===== src/design/jrlp_pkg.sv =====
// ----------------------------------------------------------------------------
// jrlp_pkg
// Shared types and result codes for the reply line parser.
// ----------------------------------------------------------------------------
package jrlp_pkg;

    localparam int unsigned IdW = 64;

    // opcode of an input request
    localparam logic OP_BYTE = 1'b0;
    localparam logic OP_EOL  = 1'b1;

    // result kinds
    localparam logic [1:0] KIND_RESTART = 2'd0;
    localparam logic [1:0] KIND_DATA    = 2'd1;
    localparam logic [1:0] KIND_VERDICT = 2'd2;

    typedef struct packed {
        logic       opcode;
        logic [7:0] line_byte;
    } t_item;

    typedef struct packed {
        logic [1:0]     kind;
        logic [7:0]     data_byte;
        logic           reply_valid;
        logic           reply_ok;
        logic           has_data;
        logic [IdW-1:0] reply_id;
    } t_result;

endpackage


===== src/design/jrlp_in_stage.sv =====
// ----------------------------------------------------------------------------
// jrlp_in_stage
// Input register: captures one request and holds it until the core takes it.
// ----------------------------------------------------------------------------
module jrlp_in_stage (
    input  logic            i_clk,
    input  logic            i_rst_n,
    input  logic            i_valid,
    output logic            o_ready,
    input  jrlp_pkg::t_item i_item,
    input  logic            i_take,
    output logic            o_full,
    output jrlp_pkg::t_item o_item
);
    import jrlp_pkg::*;

    logic  r_full;
    t_item r_item;

    assign o_ready = !r_full || i_take;
    assign o_full  = r_full;
    assign o_item  = r_item;

    always_ff @(posedge i_clk) begin
        if (!i_rst_n) begin
            r_full <= 1'b0;
        end else if (o_ready) begin
            r_full <= i_valid;
        end
    end

    always_ff @(posedge i_clk) begin
        if (i_valid && o_ready) begin
            r_item <= i_item;
        end
    end

endmodule


===== src/design/jrlp_core.sv =====
// ----------------------------------------------------------------------------
// jrlp_core
// Parser state and the per-byte next-state logic; one request per step.
// ----------------------------------------------------------------------------
module jrlp_core (
    input  logic              i_clk,
    input  logic              i_rst_n,
    input  logic              i_step,
    input  jrlp_pkg::t_item   i_item,
    output logic              o_res_valid,
    output jrlp_pkg::t_result o_res
);
    import jrlp_pkg::*;

    localparam logic [3:0] PH_START      = 4'd0;
    localparam logic [3:0] PH_KEY_OR_END = 4'd1;
    localparam logic [3:0] PH_STRING     = 4'd2;
    localparam logic [3:0] PH_COLON      = 4'd3;
    localparam logic [3:0] PH_STR_VALUE  = 4'd4;
    localparam logic [3:0] PH_NUM_PRE    = 4'd5;
    localparam logic [3:0] PH_NUM_SIGN   = 4'd6;
    localparam logic [3:0] PH_NUM_DIGITS = 4'd7;
    localparam logic [3:0] PH_AFTER      = 4'd8;
    localparam logic [3:0] PH_DONE       = 4'd9;
    localparam logic [3:0] PH_ERROR      = 4'd10;

    localparam logic [1:0] TGT_KEY    = 2'd0;
    localparam logic [1:0] TGT_RESULT = 2'd1;
    localparam logic [1:0] TGT_DATA   = 2'd2;

    localparam logic [3:0] KM_EMPTY  = 4'd0;
    localparam logic [3:0] KM_ID     = 4'd2;
    localparam logic [3:0] KM_RESULT = 4'd8;
    localparam logic [3:0] KM_DATA   = 4'd12;
    localparam logic [3:0] KM_MISS   = 4'd15;

    localparam logic [1:0] OK_EMPTY = 2'd0;
    localparam logic [1:0] OK_O     = 2'd1;
    localparam logic [1:0] OK_OK    = 2'd2;
    localparam logic [1:0] OK_MISS  = 2'd3;

    localparam logic [2:0] ESC_NONE  = 3'd0;
    localparam logic [2:0] ESC_START = 3'd1;
    localparam logic [2:0] ESC_HEX0  = 3'd2;
    localparam logic [2:0] ESC_HEX3  = 3'd5;

    localparam logic [IdW-1:0] ID_MIN = {1'b1, {(IdW-1){1'b0}}};
    localparam logic [IdW-1:0] ID_MAX = {1'b0, {(IdW-1){1'b1}}};

    function automatic logic [3:0] key_next(input logic [3:0] st, input logic [7:0] c);
        logic [3:0] nx;
        nx = KM_MISS;
        case (st)
            4'd0: begin
                if (c == "i") nx = 4'd1;
                else if (c == "r") nx = 4'd3;
                else if (c == "d") nx = 4'd9;
            end
            4'd1:  if (c == "d") nx = 4'd2;
            4'd3:  if (c == "e") nx = 4'd4;
            4'd4:  if (c == "s") nx = 4'd5;
            4'd5:  if (c == "u") nx = 4'd6;
            4'd6:  if (c == "l") nx = 4'd7;
            4'd7:  if (c == "t") nx = 4'd8;
            4'd9:  if (c == "a") nx = 4'd10;
            4'd10: if (c == "t") nx = 4'd11;
            4'd11: if (c == "a") nx = 4'd12;
            default: nx = KM_MISS;
        endcase
        return nx;
    endfunction

    function automatic logic is_blank4(input logic [7:0] c);
        return (c == 8'h20) || (c == 8'h09) || (c == 8'h0d) || (c == 8'h0a);
    endfunction

    logic [3:0]     r_phase,   n_phase;
    logic [1:0]     r_target,  n_target;
    logic [3:0]     r_km,      n_km;
    logic [2:0]     r_esc,     n_esc;
    logic [15:0]    r_hex,     n_hex;
    logic [1:0]     r_okm,     n_okm;
    logic [IdW-1:0] r_mag,     n_mag;
    logic           r_neg,     n_neg;
    logic           r_has_dig, n_has_dig;
    logic [IdW-1:0] r_id,      n_id;
    logic           r_fl_id,   n_fl_id;
    logic           r_fl_res,  n_fl_res;
    logic           r_fl_ok,   n_fl_ok;
    logic           r_fl_data, n_fl_data;

    logic [7:0]     c;
    logic           is_digit;
    logic [3:0]     digit;
    logic [IdW+3:0] mag_x10;
    logic           hex_ok;
    logic [3:0]     hex_val;
    logic [15:0]    hex_next;
    logic           put;
    logic [7:0]     ch;
    logic           after_byte;

    assign c        = i_item.line_byte;
    assign is_digit = (c >= "0") && (c <= "9");
    assign digit    = c[3:0];
    // mag * 10 + d as shift-and-add; carry above 64 bits means saturation
    assign mag_x10  = {1'b0, r_mag, 3'b000} + {3'b000, r_mag, 1'b0}
                      + {{IdW{1'b0}}, digit};

    always_comb begin
        hex_ok  = 1'b1;
        hex_val = 4'd0;
        if (is_digit) begin
            hex_val = c[3:0];
        end else if ((c >= "a" && c <= "f") || (c >= "A" && c <= "F")) begin
            hex_val = c[3:0] + 4'd9;
        end else begin
            hex_ok = 1'b0;
        end
    end
    assign hex_next = {r_hex[11:0], hex_val};

    always_comb begin
        n_phase   = r_phase;
        n_target  = r_target;
        n_km      = r_km;
        n_esc     = r_esc;
        n_hex     = r_hex;
        n_okm     = r_okm;
        n_mag     = r_mag;
        n_neg     = r_neg;
        n_has_dig = r_has_dig;
        n_id      = r_id;
        n_fl_id   = r_fl_id;
        n_fl_res  = r_fl_res;
        n_fl_ok   = r_fl_ok;
        n_fl_data = r_fl_data;
        o_res_valid = 1'b0;
        o_res       = '0;
        put         = 1'b0;
        ch          = c;
        after_byte  = 1'b0;

        if (i_item.opcode == OP_EOL) begin
            o_res_valid = 1'b1;
            o_res.kind  = KIND_VERDICT;
            if (r_phase == PH_DONE && r_fl_id && r_fl_res) begin
                o_res.reply_valid = 1'b1;
                o_res.reply_ok    = r_fl_ok;
                o_res.has_data    = r_fl_data;
                o_res.reply_id    = r_id;
            end
            n_phase   = PH_START;
            n_target  = TGT_KEY;
            n_km      = KM_EMPTY;
            n_esc     = ESC_NONE;
            n_hex     = '0;
            n_okm     = OK_EMPTY;
            n_mag     = '0;
            n_neg     = 1'b0;
            n_has_dig = 1'b0;
            n_id      = '0;
            n_fl_id   = 1'b0;
            n_fl_res  = 1'b0;
            n_fl_ok   = 1'b0;
            n_fl_data = 1'b0;
        end else begin
            case (r_phase)
                PH_START: begin
                    if (c == "{") n_phase = PH_KEY_OR_END;
                    else if (!is_blank4(c)) n_phase = PH_ERROR;
                end
                PH_KEY_OR_END: begin
                    if (c == "\"") begin
                        n_phase  = PH_STRING;
                        n_target = TGT_KEY;
                        n_esc    = ESC_NONE;
                        n_hex    = '0;
                        n_km     = KM_EMPTY;
                    end else if (c == "}") begin
                        n_phase = PH_DONE;
                    end else if (!is_blank4(c)) begin
                        n_phase = PH_ERROR;
                    end
                end
                PH_STRING: begin
                    if (r_esc == ESC_NONE) begin
                        if (c == "\"") begin
                            // close the string
                            case (r_target)
                                TGT_KEY: begin
                                    if (r_km == KM_ID || r_km == KM_RESULT || r_km == KM_DATA)
                                        n_phase = PH_COLON;
                                    else
                                        n_phase = PH_ERROR;
                                end
                                TGT_RESULT: begin
                                    n_fl_res = 1'b1;
                                    n_fl_ok  = (r_okm == OK_OK);
                                    n_phase  = PH_AFTER;
                                end
                                default: begin
                                    n_fl_data = 1'b1;
                                    n_phase   = PH_AFTER;
                                end
                            endcase
                        end else if (c == "\\") begin
                            n_esc = ESC_START;
                        end else begin
                            put = 1'b1;
                        end
                    end else if (r_esc == ESC_START) begin
                        n_esc = ESC_NONE;
                        put   = 1'b1;
                        case (c)
                            "\"": ch = 8'h22;
                            "\\": ch = 8'h5c;
                            "/":  ch = 8'h2f;
                            "n":  ch = 8'h0a;
                            "t":  ch = 8'h09;
                            "r":  ch = 8'h0d;
                            "b":  ch = 8'h08;
                            "f":  ch = 8'h0c;
                            "u": begin
                                put   = 1'b0;
                                n_esc = ESC_HEX0;
                                n_hex = '0;
                            end
                            default: begin
                                put     = 1'b0;
                                n_phase = PH_ERROR;
                            end
                        endcase
                    end else begin
                        if (!hex_ok) begin
                            n_phase = PH_ERROR;
                        end else begin
                            n_hex = hex_next;
                            if (r_esc == ESC_HEX3) begin
                                n_esc = ESC_NONE;
                                if (hex_next > 16'h007f) begin
                                    n_phase = PH_ERROR;
                                end else begin
                                    put = 1'b1;
                                    ch  = hex_next[7:0];
                                end
                            end else begin
                                n_esc = r_esc + 3'd1;
                            end
                        end
                    end

                    if (put) begin
                        case (r_target)
                            TGT_KEY: n_km = key_next(r_km, ch);
                            TGT_RESULT: begin
                                if (r_okm == OK_EMPTY && ch == "o") n_okm = OK_O;
                                else if (r_okm == OK_O && ch == "k") n_okm = OK_OK;
                                else n_okm = OK_MISS;
                            end
                            default: begin
                                o_res_valid     = 1'b1;
                                o_res.kind      = KIND_DATA;
                                o_res.data_byte = ch;
                            end
                        endcase
                    end
                end
                PH_COLON: begin
                    if (c == ":") begin
                        if (r_km == KM_ID) begin
                            n_phase   = PH_NUM_PRE;
                            n_mag     = '0;
                            n_neg     = 1'b0;
                            n_has_dig = 1'b0;
                        end else begin
                            n_phase = PH_STR_VALUE;
                        end
                    end else if (!is_blank4(c)) begin
                        n_phase = PH_ERROR;
                    end
                end
                PH_STR_VALUE: begin
                    if (c == "\"") begin
                        n_phase = PH_STRING;
                        n_esc   = ESC_NONE;
                        n_hex   = '0;
                        if (r_km == KM_DATA) begin
                            n_target    = TGT_DATA;
                            o_res_valid = 1'b1;
                            o_res.kind  = KIND_RESTART;
                        end else begin
                            n_target = TGT_RESULT;
                            n_okm    = OK_EMPTY;
                        end
                    end else if (!is_blank4(c)) begin
                        n_phase = PH_ERROR;
                    end
                end
                PH_NUM_PRE, PH_NUM_SIGN, PH_NUM_DIGITS: begin
                    if (is_digit) begin
                        n_mag     = (mag_x10[IdW+3:IdW] != 4'd0) ? {IdW{1'b1}}
                                                                  : mag_x10[IdW-1:0];
                        n_has_dig = 1'b1;
                        n_phase   = PH_NUM_DIGITS;
                    end else if (r_phase == PH_NUM_PRE) begin
                        if (c == "+" || c == "-") begin
                            n_neg   = (c == "-");
                            n_phase = PH_NUM_SIGN;
                        end else if (!is_blank4(c) && c != 8'h0b && c != 8'h0c) begin
                            n_phase = PH_ERROR;
                        end
                    end else if (r_phase == PH_NUM_SIGN || !r_has_dig) begin
                        n_phase = PH_ERROR;
                    end else begin
                        // saturate and commit, then treat the byte as after a value
                        if (r_neg)
                            n_id = r_mag[IdW-1] ? ID_MIN : (~r_mag + 64'd1);
                        else
                            n_id = r_mag[IdW-1] ? ID_MAX : r_mag;
                        n_fl_id    = 1'b1;
                        after_byte = 1'b1;
                    end
                end
                PH_AFTER: after_byte = 1'b1;
                PH_DONE: begin
                    if (!is_blank4(c)) n_phase = PH_ERROR;
                end
                default: n_phase = PH_ERROR;
            endcase

            if (after_byte) begin
                if (c == ",") n_phase = PH_KEY_OR_END;
                else if (c == "}") n_phase = PH_DONE;
                else if (!is_blank4(c)) n_phase = PH_ERROR;
                else n_phase = PH_AFTER;
            end
        end
    end

    always_ff @(posedge i_clk) begin
        if (!i_rst_n) begin
            r_phase   <= PH_START;
            r_target  <= TGT_KEY;
            r_km      <= KM_EMPTY;
            r_esc     <= ESC_NONE;
            r_hex     <= '0;
            r_okm     <= OK_EMPTY;
            r_mag     <= '0;
            r_neg     <= 1'b0;
            r_has_dig <= 1'b0;
            r_id      <= '0;
            r_fl_id   <= 1'b0;
            r_fl_res  <= 1'b0;
            r_fl_ok   <= 1'b0;
            r_fl_data <= 1'b0;
        end else if (i_step) begin
            r_phase   <= n_phase;
            r_target  <= n_target;
            r_km      <= n_km;
            r_esc     <= n_esc;
            r_hex     <= n_hex;
            r_okm     <= n_okm;
            r_mag     <= n_mag;
            r_neg     <= n_neg;
            r_has_dig <= n_has_dig;
            r_id      <= n_id;
            r_fl_id   <= n_fl_id;
            r_fl_res  <= n_fl_res;
            r_fl_ok   <= n_fl_ok;
            r_fl_data <= n_fl_data;
        end
    end

endmodule


===== src/design/jrlp_out_stage.sv =====
// ----------------------------------------------------------------------------
// jrlp_out_stage
// Result register: holds one result until the downstream side takes it.
// ----------------------------------------------------------------------------
module jrlp_out_stage (
    input  logic              i_clk,
    input  logic              i_rst_n,
    input  logic              i_load,
    input  jrlp_pkg::t_result i_res,
    output logic              o_free,
    output logic              o_valid,
    input  logic              i_ready,
    output jrlp_pkg::t_result o_res
);
    import jrlp_pkg::*;

    logic    r_valid;
    t_result r_res;

    // free when empty or when the held result leaves this cycle
    assign o_free  = !r_valid || i_ready;
    assign o_valid = r_valid;
    assign o_res   = r_res;

    always_ff @(posedge i_clk) begin
        if (!i_rst_n) begin
            r_valid <= 1'b0;
        end else if (i_load) begin
            r_valid <= 1'b1;
        end else if (i_ready) begin
            r_valid <= 1'b0;
        end
    end

    always_ff @(posedge i_clk) begin
        if (i_load) begin
            r_res <= i_res;
        end
    end

endmodule


===== src/design/json_reply_line_parser_unit.sv =====
// ----------------------------------------------------------------------------
// json_reply_line_parser_unit
// Byte-stream parser for one flat reply object per line, with data output.
// ----------------------------------------------------------------------------
// Path: the accepted request is loaded into the input register; it then steps
// the parser, and any result it yields loads the result register once free.
// Throughput: 1 request per cycle while the result register is free.
// Reset: synchronous active-low i_rst_n clears both stage valids and the
// parser state; no clearing pass is needed.
module json_reply_line_parser_unit (
    input  logic                         i_clk,
    input  logic                         i_rst_n,
    input  logic                         i_valid,
    output logic                         o_ready,
    input  logic                         i_opcode,
    input  logic [7:0]                   i_line_byte,
    output logic                         o_valid,
    input  logic                         i_ready,
    output logic [1:0]                   o_kind,
    output logic [7:0]                   o_data_byte,
    output logic                         o_reply_valid,
    output logic                         o_reply_ok,
    output logic                         o_has_data,
    output logic signed [jrlp_pkg::IdW-1:0] o_reply_id
);
    import jrlp_pkg::*;

    t_item   in_item;
    t_item   held_item;
    logic    held_full;
    logic    out_free;
    logic    step;
    logic    res_valid;
    t_result core_res;
    t_result out_res;

    assign in_item = {i_opcode, i_line_byte};

    // advance the held request only when the result register can take it
    assign step = held_full && out_free;

    jrlp_in_stage u_in (
        .i_clk   (i_clk),
        .i_rst_n (i_rst_n),
        .i_valid (i_valid),
        .o_ready (o_ready),
        .i_item  (in_item),
        .i_take  (out_free),
        .o_full  (held_full),
        .o_item  (held_item)
    );

    jrlp_core u_core (
        .i_clk       (i_clk),
        .i_rst_n     (i_rst_n),
        .i_step      (step),
        .i_item      (held_item),
        .o_res_valid (res_valid),
        .o_res       (core_res)
    );

    jrlp_out_stage u_out (
        .i_clk   (i_clk),
        .i_rst_n (i_rst_n),
        .i_load  (step && res_valid),
        .i_res   (core_res),
        .o_free  (out_free),
        .o_valid (o_valid),
        .i_ready (i_ready),
        .o_res   (out_res)
    );

    assign o_kind        = out_res.kind;
    assign o_data_byte   = out_res.data_byte;
    assign o_reply_valid = out_res.reply_valid;
    assign o_reply_ok    = out_res.reply_ok;
    assign o_has_data    = out_res.has_data;
    assign o_reply_id    = out_res.reply_id;

endmodule

===== config.mk =====
export PLATFORM = sky130hd
export DESIGN_NAME = json_reply_line_parser_unit
export DESIGN_NICKNAME = d
export VERILOG_FILES = /design/src/design/jrlp_pkg.sv /design/src/design/jrlp_in_stage.sv /design/src/design/jrlp_core.sv /design/src/design/jrlp_out_stage.sv /design/src/design/json_reply_line_parser_unit.sv
export SDC_FILE = /design/constraint.sdc
export NUM_CORES = 1
export LEC_CHECK = 0
export BUFFER_PORTS_ARGS = -buffer_cell sky130_fd_sc_hd__buf_2
export CORE_UTILIZATION = 50
export DETAILED_ROUTE_END_ITERATION = 10
export PLACE_DENSITY = 0.69
export RECOVER_POWER = 50
export SYNTH_ARGS = -nofsm -noshare
export SYNTH_HDL_FRONTEND = slang
export SYNTH_SLANG_ARGS = --single-unit

===== constraint.sdc =====
create_clock -name i_clk -period 6.6 [get_ports i_clk]
set_clock_uncertainty 0.1 [all_clocks]
set_input_delay 0.33 -clock i_clk [delete_from_list [all_inputs] [get_ports i_clk]]
set_output_delay 0.33 -clock i_clk [all_outputs]
set_load 0.01 [all_outputs]

==> results.ini, run 1 <==
[layout]
nFillCells=3048
final_cell_area_um2=18600
syn_to_final_growth_pct=9.64
drive_above_1_share_pct=5.34
diodes=0
layout.nets=2129

[synth]
syn_area_per_cell_um2=8.70
mappedNetlistArea_um2=17000
synth_fp_nets=2099
synth-async-reset-ratio_pct=0
synth-seq-cells=249
yosysUniqueCellTypes=83
synth_edf_count=86
synth_flop_cell=dfxtp_1
ys_warn_count=0
syn_inst=1951
yosysSeqAreaShare_pct=34.4

[sta]
tns_ns=0
setup_viol_count_final=0
maxSlewViolCount=111
fin_crit_ns=5.30
worst_pin_slew_ns=2.21
rsz0062_at_grt=false
max_slew_margin_pct=-47.5
hold_viol_final=0
max_freq_mhz=189
period_share_pct=80.4

[floorplanning]
die-area_um2=34700
ios=92
row_count=67
fp.dieW_um=186
initial_utilization_pct=50.8
fp.dieH_um=186
fp.coreArea_um2=33400

[power_and_ir_drop]
p_leak_nw=7.76
pwr-share-comb_pct=4.1
p_switching_mw=0.801
seq_power_share_pct=47.1
vdd_ir_drop_max_mv=0.204
p_int_mw=2.61
power_density_nw_per_um2=183
pwr-share-clk_pct=48.8
switching_share_pct=23.5

[global_routing]
grt_pass1_wl_um=72700
grt_pass1_vias=13600
grt.total_usage_pct=26.1
grt_max_degree=97
antenna_found_initial=0
grt_overflow=0

[placement]
dp_hpwl_um=33500
place_congestion=0.947
placed_cell_area_um2=17700
portBuffers=91

[drt]
drt_wl_total_um=46100
vias_per_cell=6.18
antenna_left=0
vias=15200
drc=0
dr.pass1.iters=5
wl_per_cell_um=18.8
drtIter0Drc=1436

[setup_path]
path_cells=inv_1 -> ha_1 -> o21bai_1 -> a21oi_1 -> nor4b_1 -> clkbuf_1 -> o21ai_0 -> clkbuf_1 -> buf_4 -> a2111oi_0 -> a21oi_1 -> nor2b_1
crit_family=buffers and inverters
max_stage_delay_ns=1.62
critPathRequiredTime_ns=6.95
cp.arrival_ns=5.66
start_kind=flip-flop
crit_fanout=50
path_class=reg -> reg
critPathCaptureType=flip-flop
crit_buf_inv=4
cpMaxStageDelayCell=clkbuf_1

[cts]
htreeDepth=1
cts_sinks=249
cts_tree=yes
clock_path_buffers=3
clkSlewWorstSetupHoldPaths_ns=0.06
ctsResizeCount=0
numCtsBuffers=28
hold_buffers=10
cts-root-buf=clkbuf_16
post_cts_buffers=0
clk_latency_ns=0.58

[outcome]
failed_checks=max-capacitance violations, max-slew violations
outcome=finished with violations

[min_path]
min-delay-path-class=in -> reg

[job]
maxCapViolations=3

==> power groups by stage <==
stage	Clock [mW]	Sequential (mW)	Combinational [mW]
after floorplan	0	1.64	0.0951
after global placement	0	1.64	0.135
after detailed placement	0	1.64	0.136
after CTS	1.69	1.60	0.141
after global routing	1.75	1.61	0.153
final	1.66	1.60	0.140
==> final timing paths <==
check / start / end / slack [ns] / cells after the start
worst min-delay path: i_ready / u_out.o_valid / 0.05 / 3
worst max-delay path: u_in.o_item[0] / u_core.r_id[3] / 1.30 / 12
worst max register to register: u_in.o_item[0] / u_core.r_id[3] / 1.30 / 12
worst min register to register: u_core.r_id[22] / u_core.r_id[22] / 0.36 / 2
==> cells by family after synthesis <==
family / count (synthesis) / synth area share (%)
muxes: 17 / 1.00
adders and majority gates: 135 / 10.0
AOI/OAI and AO/OA: 558 / 22.7
DFF: 249 / 34.4
buffers and inverters: 153 / 3.84
xor gates and xnor gates: 103 / 5.31
and+or+nand+nor: 736 / 22.7
==> cells in the mapped netlist (all sizes together), types with 28 or more instances <==
library cell  number  area, um^2
ha               133        1660
a22oi             36         270
edfxtp            86        2580
nor2b             90         563
nand4             28         190
xnor2             63         552
a21oi            150         751
xor2              40         350
clkbuf           100         375
nand3             52         260
nor2             164         632
nor3              64         320
and2              83         519
inv               28         105
dfxtp            163        3260
a221o             69         691
nand2            129         484
a21o              30         225
o21ai             90         450
==> worst reg2reg max path, stage by stage (launching register included) <==
cell       delay (ns)
edfxtp_1         0.58
inv_1            0.21
ha_1             0.39
o21bai_1         0.12
a21oi_1          0.46
nor4b_1          0.12
clkbuf_1         0.16
o21ai_0          0.42
clkbuf_1         1.62
buf_4            0.59
a2111oi_0        0.15
a21oi_1          0.22
nor2b_1          0.07
==> final cells by class <==
cell class | count | area (um^2) | area share (%)
multi-input combinational | 1549 | 10500 | 56.4
sequential | 249 | 5850 | 31.4
clock buffer | 30 | 729 | 3.92
timing repair buffer | 124 | 612 | 3.29
tap | 448 | 561 | 3.01
clock inverter | 22 | 250 | 1.34
inverter | 29 | 109 | 0.585
==> routing by layer <==
metal	part of all wire [%]	track usage [%]
met2	44	41.0
met3	5.8	2.94
met1	48	37.5
met5	0	0
met4	2.3	7.54
==> per-stage QoR <==
step,util [%],cells,power [mW],hold slack [ns],setup slack (ns)
detailed placement,52.8,2389,1.77,0.355,1.41
CTS,56.1,2451,3.43,0.0286,1.39
finish,55.7,2451,3.41,0.0493,1.30
global route,55.7,2451,3.50,0.0468,0.776
floorplan,-,1951,1.73,0.328,0.0744
global placement,52.8,2389,1.77,0.350,1.46
==> state kept, by name, summed over array words and instances (netlist names), 2 cells and up <==
| register | flops |
|---|---|
| u_out.o_res | 77 |
| u_core.r_id | 64 |
| u_core.r_mag | 64 |
| u_core.r_hex | 12 |
| u_in.o_item | 9 |
| u_core.r_km | 4 |
| u_core.r_phase | 4 |
| u_core.r_esc | 3 |
| u_core.r_okm | 2 |
| u_core.r_target | 2 |
==> cell usage in the layout, fill, tap and decap left out, types with 27 or more instances in the layout <==
cell and n:
a221o_1 69, and2_1 42, clkbuf_16 29, nand3_1 52, ha_1 133, dfxtp_1 161, nor2b_1 90, nor3_1 64
nand4_1 27, a22oi_1 36, xnor2_1 63, a21o_1 30, nand2_1 129, and2_0 40, o21ai_0 78, xor2_1 40
a21oi_1 149, inv_1 28, edfxtp_1 86, nor2_1 161, clkbuf_1 86
(Power assumes the default switching activity.)
==> run 2, diff against run 1 <==
Settings changed: PLACE_DENSITY 0.69 to 0.66.
Clock period 6.6 ns to 5.5 ns, I/O delays scaled along.
==> run 2 against run 1 <==
Against the previous run:
- the run still ends with max-capacitance violations, max-slew violations left
- highest routed layer unchanged
- final area is 0.30% higher
- maximum frequency up 7.0%
- register-to-register slack worse by 0.75 ns
- wire length grew 1.2%
- global-route usage up 0.44 points
- clock-buffer cell count rose by 6
- flip-flop and latch count is the same
- final cell count up 0.12%
- critical path depth grew 1
- clock power rose by 16%
==> results.ini, run 2 (same netlist as run 1, synthesis figures left out) <==
[power_and_ir_drop]
vdd_ir_drop_max_mv=0.213  ; +4.4%
p_leak_nw=7.78  ; +0.33%
power_density_nw_per_um2=216  ; +18%

[sta]
period_share_pct=90.1  ; +9.7 points
tns_ns=0  ; unchanged
hold_viol_final=0  ; unchanged
max_freq_mhz=202  ; +7.0%
fin_crit_ns=4.96  ; -0.348 ns
rsz0062_at_grt=false
max_slew_margin_pct=-80.1  ; -33 points
fin_ws_ns=0.543  ; -0.752 ns
worst_pin_slew_ns=2.70  ; +0.490 ns
maxSlewViolCount=139  ; +25%
setup_viol_count_final=0  ; unchanged

[drt]
antenna_left=0  ; unchanged
vias=15100  ; -0.42%
dr.pass1.iters=7  ; +2
vias_per_cell=6.15  ; -0.54%
wl_per_cell_um=19.0  ; +1.0%
drc=0  ; unchanged
drtIter0Drc=1264  ; -12%
drt_wl_total_um=46700  ; +1.2%

[setup_path]
cp.arrival_ns=5.29  ; -0.37 ns
regToRegStartpoint=u_core.r_mag[2]
critPathCaptureType=flip-flop
rrSetupSlack_ns=0.54  ; -0.75 ns
start_kind=flip-flop
path_class=reg -> reg
reg2reg_depth=13  ; +1
critPathRequiredTime_ns=5.83  ; -1.12 ns
crit_fanout=41  ; -18%
reg2reg_to=u_core.r_mag[19]

[floorplanning]
fp.coreArea_um2=33400  ; unchanged
die-area_um2=34700  ; unchanged
fp.dieW_um=186  ; unchanged
ios=92  ; unchanged
initial_utilization_pct=50.8  ; unchanged
fp.dieH_um=186  ; unchanged
row_count=67  ; unchanged

[cts]
post_cts_buffers=0  ; unchanged
cts_sinks=249  ; unchanged
ctsResizeCount=0  ; unchanged
clock_path_buffers=3  ; unchanged
htreeDepth=1  ; unchanged
hold_buffers=12  ; +2
cts-root-buf=clkbuf_16
numCtsBuffers=27  ; -3.6%
cts_tree=yes
clk_latency_ns=0.55  ; -0.03 ns
clkSlewWorstSetupHoldPaths_ns=0.07  ; about the same

[placement]
place_ws_ns=0.714  ; -0.699 ns
placed_cell_area_um2=17700  ; +0.24%
dp_hpwl_um=34000  ; +1.8%
portBuffers=91  ; unchanged
place_congestion=0.955  ; +0.82%

[layout]
layout_common_cells=nor2_1 (161), dfxtp_1 (161), a21oi_1 (149), ha_1 (133), nand2_1 (129)
regArea_um2=5850  ; unchanged
multiInputGateArea_um2=10500  ; +0.15%
syn_to_final_growth_pct=9.96
final_cell_area_um2=18700  ; +0.30%
diodes=0  ; unchanged
nFillCells=3107  ; +1.9%
layout.nets=2134  ; +0.23%
largest_register_ffs=77  ; unchanged
drive_above_1_share_pct=5.48  ; +0.14 points

[global_routing]
grt_pass1_vias=13700  ; +1.0%
grt_max_degree=88  ; -9.3%
grt_pass1_wl_um=73700  ; +1.5%
grt_overflow=0  ; unchanged
antenna_found_initial=1  ; +1
grt.total_usage_pct=26.5  ; +0.44 points

[outcome]
failed_checks=max-capacitance violations, max-slew violations
outcome=finished with violations

[job]
maxCapViolations=2  ; -1

[min_path]
min-delay-path-class=in -> reg
holdPathStages=2  ; -1
min_from=i_rst_n
hold_end=u_core.r_fl_id

[run 2: cell count changes in the layout (fill, tap and decap cells not counted), moves of 2 or more]
| cell | previous run | this run |
|---|---|---|
| and2_0 | 40 | 35 |
| and2_1 | 42 | 47 |
| buf_4 | 19 | 24 |
| clkbuf_8 | 0 | 5 |
| clkinv_2 | 6 | 1 |
| dlygate4sd3_1 | 10 | 12 |
| inv_6 | 5 | 3 |
[run 2: worst max path at each step]
stage | slack (ns) | from | cells past startpoint | end
after floorplan | 0.53 | u_in.o_item[0] | 10 | u_out.o_res[0]
after global placement | 0.78 | u_core.r_mag[2] | 13 | u_core.r_mag[9]
after detailed placement | 0.71 | u_core.r_mag[2] | 13 | u_core.r_mag[19]
after CTS | 0.69 | u_core.r_mag[2] | 13 | u_core.r_mag[19]
after global routing | 0.26 | u_in.o_item[0] | 10 | u_core.r_id[30]
final | 0.54 | u_core.r_mag[2] | 13 | u_core.r_mag[19]
[run 2: metal layers]
metal | up-vias | routed length, um | GRT usage (%)
met4 | 0 | 1140 | 7.38
met1 | 7160 | 22800 | 39.2
li1 | 7355 | - | -
met5 | - | 0 | 0
met3 | 86 | 2600 | 2.57
met2 | 486 | 20200 | 40.9
[run 2: critical path, cell delays in order (launching register included)]
cell and delay, ns:
dfxtp_1 0.50, fa_1 0.52, fa_1 0.51, a211oi_1 0.37
o21ba_2 0.22, a211o_1 0.21, a211oi_2 0.10, nor4_1 0.68
and3_4 0.34, a221o_1 0.14, a21oi_1 0.04, o41a_2 0.48
buf_4 0.27, a221o_1 0.32
[run 2: layout make-up]
type | count | area share [%]
clock buffers | 36 | 4.18
clock inverters | 13 | 0.891
inverters | 29 | 0.583
multi-input cells | 1549 | 56.4
flip-flops and latches | 249 | 31.3
well taps | 448 | 3.00
repair buffers | 130 | 3.66
[run 2: stage by stage]
stage / cells / utilization, % / power, mW / hold WS [ns]
final: 2454 / 55.8 / 4.03 / 0.242
after global routing: 2454 / 55.8 / 4.14 / 0.276
after CTS: 2454 / 56.1 / 4.06 / 0.231
after detailed placement: 2393 / 53.0 / 2.13 / 0.353
after global placement: 2393 / 53.0 / 2.13 / 0.347
after floorplan: 1951 / - / 2.08 / 0.274
[run 2: power by group]
group / internal [mW] / switching [mW] / leakage [nW]
Clock: 1.14 / 0.790 / 0.459
Sequential: 1.91 / 0.0144 / 2.24
Combinational: 0.0551 / 0.117 / 5.09
Total: 3.11 / 0.921 / 7.78
==> run 3, diff against run 2 <==
Settings changed: CORE_ASPECT_RATIO set to 1.2, PLACE_DENSITY 0.66 to 0.67.
==> run 3 against run 2 <==
Against the previous run:
- the run still ends with max-capacitance violations, max-slew violations left
- combinational power hardly changed
- sequential power hardly changed
- global-route usage is 1.0 points higher
- final area hardly changed
- die area hardly changed
- flip-flop and latch count stayed put
- non-clock buffer count stayed put
- via count is 0.11% lower
- maximum frequency is 3.2% lower
==> results.ini, run 3 (same netlist as run 1, synthesis figures left out) <==
[sta]
hold_viol_final=0  ; unchanged
max_slew_margin_pct=-68.4  ; +12 points
tns_ns=0  ; unchanged
maxSlewViolCount=174  ; +25%
max_freq_mhz=195  ; -3.2%
worst_pin_slew_ns=2.53  ; -0.176 ns
period_share_pct=93.1  ; +3.0 points
rsz0062_at_grt=false
setup_viol_count_final=0  ; unchanged
hold_ws_ns=0.153  ; -0.0889 ns
fin_crit_ns=5.12  ; +0.164 ns

[drt]
antenna_left=0  ; unchanged
vias=15100  ; -0.11%
drt_wl_total_um=48200  ; +3.2%
drtIter0Drc=1194  ; -5.5%
drc=0  ; unchanged
vias_per_cell=6.13  ; -0.23%
wl_per_cell_um=19.6  ; +3.1%
dr.pass1.iters=5  ; -2

[power_and_ir_drop]
power_density_nw_per_um2=216  ; +0.27%
p_int_mw=3.13  ; +0.56%
seq_power_share_pct=47.8  ; about the same
vdd_ir_drop_max_mv=0.202  ; -5.1%
p_leak_nw=7.76  ; -0.27%
pwr-share-comb_pct=4.3  ; about the same
switching_share_pct=22.6  ; -0.22 points
pwr-share-clk_pct=48.0  ; about the same
p_switching_mw=0.915  ; -0.69%
power.total_mw=4.04  ; +0.27%

[outcome]
outcome=finished with violations
failed_checks=max-capacitance violations, max-slew violations

[layout]
nFillCells=3051  ; -1.8%
drive_above_1_share_pct=5.48  ; about the same
diodes=0  ; unchanged
layout.nets=2134  ; unchanged
final_cell_area_um2=18700  ; about the same
syn_to_final_growth_pct=9.97  ; about the same
layout_common_cells=nor2_1 (161), dfxtp_1 (161), a21oi_1 (149), ha_1 (133), nand2_1 (129)
largest_register_ffs=77  ; unchanged

[setup_path]
critPathRequiredTime_ns=5.83  ; about the same
reg2reg_to=u_core.r_mag[13]
cp.arrival_ns=5.45  ; +0.16 ns
critPathCaptureType=flip-flop
path_cells=fa_1 -> fa_1 -> a211oi_1 -> o21ba_2 -> a211o_1 -> a211oi_2 -> nor4_1 -> and3_4 -> a221o_1 -> a21oi_1 -> o41a_2 -> buf_12 -> a221o_1
start_kind=flip-flop
max_stage_delay_ns=0.70  ; +0.02 ns
crit_fanout=56  ; +37%
path_class=reg -> reg
reg2reg_depth=13  ; unchanged
rrSetupSlack_ns=0.38  ; -0.16 ns
cpMaxStageDelayCell=nor4_1
regToRegStartpoint=u_core.r_mag[2]

[cts]
clock_path_buffers=3  ; unchanged
clkSlewWorstSetupHoldPaths_ns=0.07  ; about the same
post_cts_buffers=0  ; unchanged
htreeDepth=1  ; unchanged
cts_sinks=249  ; unchanged
clk_latency_ns=0.55  ; about the same
ctsResizeCount=0  ; unchanged
cts_tree=yes
numCtsBuffers=27  ; unchanged
cts-root-buf=clkbuf_16
hold_buffers=11  ; -1

[placement]
place_congestion=0.937  ; -1.9%
placed_cell_area_um2=17700  ; +0.13%
dp_hpwl_um=35500  ; +4.4%
portBuffers=91  ; unchanged

[global_routing]
met3_usage_pct=2.50  ; -0.072 points
grt_pass1_vias=14400  ; +4.8%
grt_max_degree=79  ; -10%
grt.total_usage_pct=27.6  ; +1.0 points
grt_use_met2_pct=47.6  ; +6.7 points
met1_usage_pct=35.2  ; -3.9 points
grt_pass1_wl_um=76800  ; +4.1%
top_usage_layer=met2
antenna_found_initial=0  ; -1
grt_overflow=0  ; unchanged

[min_path]
min-delay-path-class=in -> reg
hold_end=u_core.r_phase[2]
min_from=i_rst_n
holdPathStages=2  ; unchanged

[floorplanning]
fp.dieH_um=204  ; +9.4%
initial_utilization_pct=51.1  ; +0.31 points
die-area_um2=34700  ; about the same
fp.coreArea_um2=33200  ; -0.60%
row_count=73  ; +9.0%
ios=92  ; unchanged
fp.dieW_um=170  ; -8.6%

[job]
maxCapViolations=4  ; +2

## run 3: cell count changes in the layout (fill, tap and decap cells not counted), sizes merged
cell,before,now
clkbuf,119,115
clkinv,6,10
bufinv,3,5
dlygate4sd3,12,11
## run 3: power groups by stage
stage	Combinational [mW]	Sequential (mW)	Clock, mW
final	0.172	1.93	1.94
after global routing	0.187	1.93	2.04
after CTS	0.172	1.93	1.98
after detailed placement	0.165	1.97	0
after global placement	0.165	1.97	0
after floorplan	0.114	1.96	0
## run 3: final cells by class
| cell class | count | area (um^2) | share of cell area (%) |
|---|---|---|---|
| Tap cell | 450 | 563 | 3.02 |
| Inverter | 29 | 109 | 0.583 |
| Clock buffer | 31 | 701 | 3.75 |
| Multi-Input combinational cell | 1549 | 10500 | 56.3 |
| Clock inverter | 19 | 250 | 1.34 |
| Sequential cell | 249 | 5850 | 31.3 |
| Timing Repair Buffer | 130 | 683 | 3.66 |
## run 3: worst max path at each step
stage	slack, ns	to	start
after global routing	0.17	u_core.r_mag[13]	u_core.r_mag[2]
after floorplan	0.53	u_out.o_res[0]	u_in.o_item[0]
after global placement	0.67	u_core.r_mag[16]	u_core.r_mag[2]
final	0.38	u_core.r_mag[13]	u_core.r_mag[2]
after detailed placement	0.47	u_core.r_mag[13]	u_in.o_item[3]
after CTS	0.46	u_core.r_mag[13]	u_in.o_item[3]
## run 3: through the flow
step                      worst slack, ns  utilization, %  cells
after global routing                0.165            56.2   2457
after floorplan                     0.534               -   1951
after global placement              0.666            53.3   2396
final                               0.380            56.2   2457
after detailed placement            0.470            53.3   2396
after CTS                           0.457            56.5   2457
## run 3: worst max-delay path, delay by kind of cell, from the launching register on
kind | cells | cell delay [ns]
buf+inv | 1 | 0.23
simple gates | 2 | 1.05
compound gates | 8 | 2.05
fa+ha+maj | 2 | 1.04
flops | 1 | 0.49
## run 3: layer usage
metal	wire, um	up-vias	part of all wire [%]
met5	0	-	0
met4	1820	0	3.8
met3	2120	102	4.4
met2	23100	449	48
met1	21100	7168	44
li1	-	7351	-
